==> src/hdl/arpe_pkg.sv <==
`timescale 1ns / 1ps
// ----------------------------------------------------------------------------
// arpe_pkg
// Shared constants, operation codes, the squared-cosine threshold table and
// the control/status bundles between the controller and the datapath.
// ----------------------------------------------------------------------------
package arpe_pkg;

    localparam int MAX_RINGS_DEF   = 64;
    localparam int COORD_WIDTH_DEF = 18;

    localparam int DIST_W     = 34;
    localparam int BINS_W     = 64;
    localparam int WORD_W     = 16;
    localparam int ENERGY_W   = 27;
    localparam int PAIRS_W    = 11;
    localparam int CFG_IDX_W  = 2;
    localparam int CFG_DATA_W = 64;
    localparam int CTHR_W     = 32;
    localparam int OP_W       = 4;
    localparam int BIN_W      = 4;

    // register indexes
    localparam logic [CFG_IDX_W-1:0] CFG_DIST      = 2'd0;
    localparam logic [CFG_IDX_W-1:0] CFG_BINS_LOW  = 2'd1;
    localparam logic [CFG_IDX_W-1:0] CFG_BINS_HIGH = 2'd2;
    localparam logic [CFG_IDX_W-1:0] CFG_BIN_LAST  = 2'd3;

    // multiplier operations of the angle test
    localparam logic [OP_W-1:0] OP_DOT_X = 4'd0;
    localparam logic [OP_W-1:0] OP_DOT_Y = 4'd1;
    localparam logic [OP_W-1:0] OP_DOT_Z = 4'd2;
    localparam logic [OP_W-1:0] OP_NA_X  = 4'd3;
    localparam logic [OP_W-1:0] OP_NA_Y  = 4'd4;
    localparam logic [OP_W-1:0] OP_NA_Z  = 4'd5;
    localparam logic [OP_W-1:0] OP_NB_X  = 4'd6;
    localparam logic [OP_W-1:0] OP_NB_Y  = 4'd7;
    localparam logic [OP_W-1:0] OP_NB_Z  = 4'd8;
    localparam logic [OP_W-1:0] OP_P     = 4'd9;
    localparam logic [OP_W-1:0] OP_D     = 4'd10;
    localparam logic [OP_W-1:0] OP_C     = 4'd11;

    localparam logic [BIN_W-1:0] BIN_FIRST = 4'd1;
    localparam logic [BIN_W-1:0] BIN_MAX   = 4'd8;

    // axis select for the cross product
    localparam logic [1:0] AX_X = 2'd0;
    localparam logic [1:0] AX_Y = 2'd1;
    localparam logic [1:0] AX_Z = 2'd2;

    // round(cos^2(10k deg) * 2^32)
    function automatic logic [CTHR_W-1:0] cos2_thr(input logic [BIN_W-1:0] k);
        logic [CTHR_W-1:0] v;
        case (k)
            4'd1:    v = 32'd4165458185;
            4'd2:    v = 32'd3792551563;
            4'd3:    v = 32'd3221225472;
            4'd4:    v = 32'd2520390270;
            4'd5:    v = 32'd1774577026;
            4'd6:    v = 32'd1073741824;
            4'd7:    v = 32'd502415733;
            4'd8:    v = 32'd129509111;
            default: v = 32'd0;
        endcase
        return v;
    endfunction

    typedef struct packed {
        logic            accept;
        logic            mul_en;
        logic [1:0]      mul_sel;
        logic            sub_en;
        logic [1:0]      sub_sel;
        logic            store;
        logic            walk_init;
        logic            rd_en;
        logic            rd_second;
        logic            latch_a;
        logic            latch_b;
        logic            diff;
        logic            square;
        logic            dsum;
        logic            mul_start;
        logic            mul_take;
        logic [OP_W-1:0] op;
        logic            add_pair;
        logic            next_pair;
        logic            emit;
    } t_cmd;

    typedef struct packed {
        logic last;
        logic few;
        logic close;
        logic mul_done;
        logic p_zero;
        logic cmp_le;
        logic k_last;
        logic pair_last;
        logic out_free;
    } t_sts;

endpackage

==> src/hdl/arpe_ctrl.sv <==
`timescale 1ns / 1ps
// ----------------------------------------------------------------------------
// arpe_ctrl
// Sequencer for ring load, pair walk, angle test and result hand-off.
// ----------------------------------------------------------------------------
module arpe_ctrl (
    input  logic           i_clk,
    input  logic           i_rst_n,
    input  logic           i_in_valid,
    output logic           o_in_stall,
    output arpe_pkg::t_cmd o_cmd,
    input  arpe_pkg::t_sts i_sts
);
    localparam logic [4:0] S_IDLE = 5'd0;
    localparam logic [4:0] S_LX   = 5'd1;
    localparam logic [4:0] S_LY   = 5'd2;
    localparam logic [4:0] S_LZ   = 5'd3;
    localparam logic [4:0] S_LW   = 5'd4;
    localparam logic [4:0] S_ST   = 5'd5;
    localparam logic [4:0] S_WI   = 5'd6;
    localparam logic [4:0] S_RA   = 5'd7;
    localparam logic [4:0] S_RB   = 5'd8;
    localparam logic [4:0] S_LB   = 5'd9;
    localparam logic [4:0] S_DF   = 5'd10;
    localparam logic [4:0] S_SQ   = 5'd11;
    localparam logic [4:0] S_SM   = 5'd12;
    localparam logic [4:0] S_CP   = 5'd13;
    localparam logic [4:0] S_MG   = 5'd14;
    localparam logic [4:0] S_MW   = 5'd15;
    localparam logic [4:0] S_AD   = 5'd16;
    localparam logic [4:0] S_NX   = 5'd17;
    localparam logic [4:0] S_EM   = 5'd18;

    logic [4:0]                r_state, n_state;
    logic [arpe_pkg::OP_W-1:0] r_op, n_op;

    always_ff @(posedge i_clk) begin
        if (!i_rst_n) begin
            r_state <= S_IDLE;
            r_op    <= arpe_pkg::OP_DOT_X;
        end else begin
            r_state <= n_state;
            r_op    <= n_op;
        end
    end

    assign o_in_stall = (r_state != S_IDLE);

    always_comb begin
        n_state = r_state;
        n_op    = r_op;
        o_cmd   = '0;
        o_cmd.op = r_op;
        case (r_state)
            S_IDLE: begin
                if (i_in_valid) begin
                    o_cmd.accept = 1'b1;
                    n_state = S_LX;
                end
            end
            S_LX: begin
                o_cmd.mul_en = 1'b1; o_cmd.mul_sel = arpe_pkg::AX_X;
                n_state = S_LY;
            end
            S_LY: begin
                o_cmd.mul_en = 1'b1; o_cmd.mul_sel = arpe_pkg::AX_Y;
                o_cmd.sub_en = 1'b1; o_cmd.sub_sel = arpe_pkg::AX_X;
                n_state = S_LZ;
            end
            S_LZ: begin
                o_cmd.mul_en = 1'b1; o_cmd.mul_sel = arpe_pkg::AX_Z;
                o_cmd.sub_en = 1'b1; o_cmd.sub_sel = arpe_pkg::AX_Y;
                n_state = S_LW;
            end
            S_LW: begin
                o_cmd.sub_en = 1'b1; o_cmd.sub_sel = arpe_pkg::AX_Z;
                n_state = S_ST;
            end
            S_ST: begin
                o_cmd.store = 1'b1;
                n_state = i_sts.last ? S_WI : S_IDLE;
            end
            S_WI: begin
                o_cmd.walk_init = 1'b1;
                n_state = i_sts.few ? S_EM : S_RA;
            end
            S_RA: begin
                o_cmd.rd_en = 1'b1;
                n_state = S_RB;
            end
            S_RB: begin
                o_cmd.latch_a = 1'b1;
                o_cmd.rd_en = 1'b1; o_cmd.rd_second = 1'b1;
                n_state = S_LB;
            end
            S_LB: begin
                o_cmd.latch_b = 1'b1;
                n_state = S_DF;
            end
            S_DF: begin
                o_cmd.diff = 1'b1;
                n_state = S_SQ;
            end
            S_SQ: begin
                o_cmd.square = 1'b1;
                n_state = S_SM;
            end
            S_SM: begin
                o_cmd.dsum = 1'b1;
                n_state = S_CP;
            end
            S_CP: begin
                if (i_sts.close) begin
                    n_op = arpe_pkg::OP_DOT_X;
                    n_state = S_MG;
                end else begin
                    n_state = S_NX;
                end
            end
            S_MG: begin
                o_cmd.mul_start = 1'b1;
                n_state = S_MW;
            end
            S_MW: begin
                if (i_sts.mul_done) begin
                    o_cmd.mul_take = 1'b1;
                    if (r_op == arpe_pkg::OP_D) begin
                        if (i_sts.p_zero) begin
                            n_state = S_AD;
                        end else begin
                            n_op = arpe_pkg::OP_C;
                            n_state = S_MG;
                        end
                    end else if (r_op == arpe_pkg::OP_C) begin
                        // thresholds fall with k, so the first miss ends the search
                        n_state = (!i_sts.cmp_le || i_sts.k_last) ? S_AD : S_MG;
                    end else begin
                        n_op = r_op + arpe_pkg::OP_W'(1);
                        n_state = S_MG;
                    end
                end
            end
            S_AD: begin
                o_cmd.add_pair = 1'b1;
                n_state = S_NX;
            end
            S_NX: begin
                if (i_sts.pair_last) begin
                    n_state = S_EM;
                end else begin
                    o_cmd.next_pair = 1'b1;
                    n_state = S_RA;
                end
            end
            S_EM: begin
                if (i_sts.out_free) begin
                    o_cmd.emit = 1'b1;
                    n_state = S_IDLE;
                end
            end
            default: n_state = S_IDLE;
        endcase
    end
endmodule

==> config.mk <==
export PLATFORM = sky130hd
export DESIGN_NAME = arpe_ctrl
export DESIGN_NICKNAME = d
export VERILOG_FILES = /design/src/hdl/arpe_pkg.sv /design/src/hdl/arpe_ctrl.sv
export SDC_FILE = /design/constraint.sdc
export NUM_CORES = 1
export LEC_CHECK = 0
export BUFFER_PORTS_ARGS = -buffer_cell sky130_fd_sc_hd__clkbuf_2
export CORE_MARGIN = 4
export CORE_UTILIZATION = 42
export DETAILED_ROUTE_END_ITERATION = 10
export GPL_TIMING_DRIVEN = 0
export PLACE_DENSITY = 0.75
export SLEW_MARGIN = 10
export SYNTH_ARGS = -nofsm -noshare
export SYNTH_HDL_FRONTEND = slang
export SYNTH_SLANG_ARGS = --single-unit
==> constraint.sdc <==
create_clock -name i_clk -period 1.49 [get_ports i_clk]
set_input_delay 0.0745 -clock i_clk [delete_from_list [all_inputs] [get_ports i_clk]]
set_output_delay 0.0745 -clock i_clk [all_outputs]
set_load 0.1 [all_outputs]
==> results of run 1 <==
==> cells in the mapped netlist (2+ instances only) <==
| master | number |
|---|---|
| buf_2 | 6 |
| o21a_1 | 2 |
| nand2_1 | 10 |
| ha_1 | 2 |
| inv_2 | 2 |
| and2_1 | 2 |
| nand2b_1 | 4 |
| dfxtp_1 | 9 |
| nor4_1 | 4 |
| nor3_1 | 11 |
| o2bb2ai_1 | 2 |
| nor2_2 | 2 |
| a21oi_1 | 4 |
| nand4b_1 | 2 |
| o21ai_1 | 6 |
| a21boi_1 | 3 |
| nand3b_1 | 2 |
| nand3_1 | 5 |
| inv_1 | 5 |
| a211oi_1 | 2 |
| mux2i_1 | 2 |
| nor2_1 | 13 |
| nor2b_1 | 4 |
| o31ai_1 | 2 |
| buf_1 | 2 |
==> stage by stage <==
step	cells	worst slack, ps
after detailed placement	192	-310.7
after floorplan	128	-347.1
after global placement	192	-302.6
==> logic make-up after synthesis <==
family	synth area share
AND/OR/NAND/NOR	0.3969
AO/OA/AOI/OAI	0.2316
buffers and inverters	0.08052
flip-flops	0.2034
multiplexers	0.03954
XOR/XNOR	0.01978
adder cells (fa/ha/maj)	0.02824
==> results by group, run 1 <==
Status
  • Status: stopped before the end
  • Fail Step: 4_1_cts
  • Err: [ERROR DPL-0038] Utilization greater than 100%, impossible to legalize

Placement
  • Dpl hpwl: 2284 um
  • Final GP Congestion: 0.9056
  • # port buffers: 37
  • Placed Area: 1444 sq um

CTS
  • CTS root buf: clkbuf_4
  • Post-cts repair resize count: 87
  • H-tree levels: 1
  • Sink Count: 9
  • Cts bufs inserted: 3
  • Max Root-Sink Buffers: 2
  • CTS hold repair buffers: 0
  • Setup Fix Bufs, Post-CTS: 21

Yosys
  • Top FF cell, synth: dfxtp_1
  • Yosys warns: 0
  • Register area share after synthesis: 0.2034
  • Number of synthesized flops with an enable pin: 0
  • Cells after Synth: about 130
  • Synth Cell Area: 885.9 sq um
  • Cell taking the most area after synthesis: dfxtp_1
  • Share of the synthesized area in the top cell type: 0.2034
  • Avg Cell Area, Syn: 6.921 sq um
  • Post-synth cell types: between 40 and 50
  • Post-synthesis register bit count: 9
  • Share of synthesized registers carrying an async set or reset: 0
  • Top cells by area, synth: dfxtp_1 20%, nor3_1 6.2%, nor2_1 5.5%
  • Syn Nets: ~140

Die
  • Cell row count: 16
  • Initial Util: 0.4470
  • IO Count: 38
  • Die span in x: 53.93 um
  • Die H: 53.93 um
==> inputs of run 2 (changes only) <==
- CORE_AREA: default -> 4 4 65 67
- CORE_MARGIN: 4 -> default
- CORE_UTILIZATION: 42 -> default
- DIE_AREA: default -> 0 0 69 71
- PLACE_DENSITY: 0.75 -> default
- PLACE_DENSITY_LB_ADDON: default -> 0.15
- clock period: 1.49 -> 1.9 ns (I/O delays scaled with it)
==> run 2 against run 1 <==
The flow now finishes without violations. Synthesized cell count did not move. Synthesized area did not move.
==> results by group, run 2 <==
Status
  • Status: complete, no violations

Worst setup path
  • CP startpoint kind: flop
  • CP max FO: 8
  • Critical path buffers and inverters: 1
  • Crit end category: output port
  • CP Depth: 4
  • Reg2reg setup slack: between 150 and 200 ps
  • CP arrival: ~1700 ps
  • CP Cell Sequence: or2_1 > nor2_1 > and3_1 > clkbuf_4
  • Worst R2R Start: r_op[0]
  • Critical path origin: r_state[1]
  • Cell family with most CP delay: simple AND/OR/NAND/NOR gates
  • FF-to-FF path depth: 7
  • Max incr delay on CP: 360 ps
  • CP max-delay cell: dfxtp_1
  • CP Capture Point: o_cmd[24]
  • Setup CP Type: flop to output port
  • Reg-to-Reg End: r_op[2]
  • Critical path required time: ~1800 ps

Run
  • Max-cap violations: 0

Drt
  • Vias per inst: around 5
  • Drt drc: 0
  • Pre-antenna DRT Iters: 4
  • Initial DRC Count: just under 60
  • WL final: between 2000 and 3000 um
  • DR WL/cell: between 10 and 15 um
  • Final ANT Viol Nets: 0
  • DR vias: between 1,000 and 1,500

Timing
  • Final Hold Viols: 0
  • F_max: about 550 MHz
  • RSZ-0062 raised after global routing: no
  • Slew Limit Fails: 0
  • Setup TNS Final: 0 ps
  • Final setup fails: 0
  • Fin crit period: about 1800 ps
  • Slew margin rel.: 0.6392
  • Clk_skew: about 4.3 ps
  • Tightest Pin Transition: roughly 540 ps
  • Post-route clock period utilization: 0.9513

CTS
  • CTS tree: yes
  • CTS root buf: clkbuf_8
  • Clock transition at the registers of the reported paths: about 50 ps
  • Cts bufs inserted: 3
  • Clock latency on the worst-skew pair: about 230 ps
  • Max Root-Sink Buffers: 2
  • H-tree levels: 1
  • Sink Count: 9

Power
  • P_sw: between 1 and 1.5 mW
  • Sw Share: 0.6182
  • Pwr Density: 1237 nW/um^2
  • VDD IR max: approximately 570 uV
  • Leakage power: 0.5851 nW
  • Flop pwr share: 0.140
  • Clock Power Share: 0.122
  • Internal power: just under 0.7 mW
  • Comb power frac: 0.738
  • Total power: 1.800 mW

Layout
  • Sequential Area: approximately 190 sq um
  • Fill cells: 384
  • Diodes inserted: 0
  • Area growth, synth to finish: 64.27%
  • Most common cell after layout, fill and taps aside: clkbuf_2
  • Most frequent cells in the layout: 24 x clkbuf_2, 9 x nand2_1, 7 x nor3_1, 7 x clkbuf_8
  • Ratio of cells with drive above 1 in the final layout: 0.4737
  • Layout Cells excl Fill: between 200 and 250
  • Most flops, register: r_state
  • Largest regs: r_state (5), r_op (4)
  • Net count, final: 186
  • Multi-input logic area: around 800 sq um
  • Largest register FFs: 5

Yosys
  • Yosys warns: 0
  • Count leader, synth: nor2_1
  • Number of synthesized flops with an enable pin: 0
  • Post-synthesis register bit count: 9
  • Top cells by area, synth: dfxtp_1 20%, nor3_1 6.2%, nor2_1 5.5%
  • Synth Cell Area: 885.9 sq um
  • Share of the synthesized area in the top cell type: 0.2034
  • Avg Cell Area, Syn: a little under 7 sq um
  • Syn Nets: 142
  • Cells after Synth: approximately 130
  • Post-synth cell types: 45
  • Synth top cells by count: 13 x nor2_1, 11 x nor3_1, 10 x nand2_1
  • Cell taking the most area after synthesis: dfxtp_1
  • Top FF cell, synth: dfxtp_1
  • Share of synthesized registers carrying an async set or reset: 0
  • Register area share after synthesis: 0.2034

Placement
  • Final GP Congestion: ~0.82
  • Placed cell count: between 200 and 250
  • # port buffers: 37
  • Dpl hpwl: 2476 um

Die
  • Core area: between 3000 and 4000 sq um
  • Die Area: about 4900 sq um
  • Initial Util: 0.2438
  • Die span in x: approximately 70 um
  • IO Count: 38
  • Die H: a little over 70 um
  • Cell row count: 22

Worst hold path
  • Hold Path Cell Cnt: 3
  • Hold WC Path Type: input pin to flop

Global routing
  • Initial antenna violation count: 0
  • Total track usage: 0.1251
  • Largest net degree at the start of global routing: 11
  • Vias in the first global route: about 1,100
  • GRT Residual Overflow: 0
  • Global-route wire length before repair: 5202 um
-- run 2: power by group through the flow --
stage | Clock (mW) | Combinational [mW] | Sequential, mW
floorplan | 0 | 1.09 | 0.242
global route | 0.239 | 1.41 | 0.258
detailed placement | 0 | 1.26 | 0.256
CTS | 0.226 | 1.30 | 0.253
finish | 0.219 | 1.33 | 0.251
global placement | 0 | 1.26 | 0.256
-- run 2: layout make-up --
cell class,instances,share of cell area
inverter,7,0.01806
tap,48,0.04127
buffer,9,0.04901
sequential,9,0.1298
multi-input combinational,103,0.5503
clock buffer,4,0.03095
timing repair buffer,39,0.1806
-- run 2: worst min-delay path by stage --
stage,slack [ps],from,end
finish,160,i_sts[8],r_state[1]
detailed placement,400,i_sts[8],r_state[1]
floorplan,210,i_rst_n,r_state[4]
global route,200,i_sts[8],r_state[2]
global placement,400,i_sts[8],r_state[1]
CTS,160,i_sts[8],r_state[1]
-- run 2: cell families after synthesis --
family          share of synthesized area
compound gates                     0.2316
xor+xnor                          0.01978
fa+ha+maj                         0.02824
buf+inv                           0.08052
flops                              0.2034
mux                               0.03954
simple gates                       0.3969
-- run 2: repair_timing --
action / CTS / global route
hold buffers: 0 / 0
setup endpoints to repair: 9 / 12
pin swaps: 0 / 1
gates resized for setup: 17 / 15
setup buffers: 0 / 2
-- run 2: metal layers --
metal | up-vias | global-route usage | routed length [um]
met5 | - | 0 | 0
met4 | 0 | 0.03905 | 31
met3 | 4 | 0.02131 | 154
met2 | 34 | 0.2034 | 1395
met1 | 506 | 0.1684 | 1362
li1 | 551 | - | -
-- run 2: worst reg2reg max path, delay by kind of cell (launching register included) --
kind	cells	cell delay, ps
simple gates	2	460
flops	1	360
mux	1	310
compound gates	2	260
buf+inv	1	40
fa+ha+maj	1	220
-- run 2: per-stage QoR --
step	utilization	setup WS, ps	cell area (sq um)	hold slack (ps)
after detailed placement	0.3609	-117.4	1311	403.7
after CTS	0.3905	6.904	1419	160.1
final	0.4005	92.61	1455	159.5
after floorplan	-	-133.6	1066	209.6
after global routing	0.4005	3.829	1455	200.2
after global placement	0.3609	-122.4	1311	402.1
Note: power is estimated with default switching activity, not from simulation.
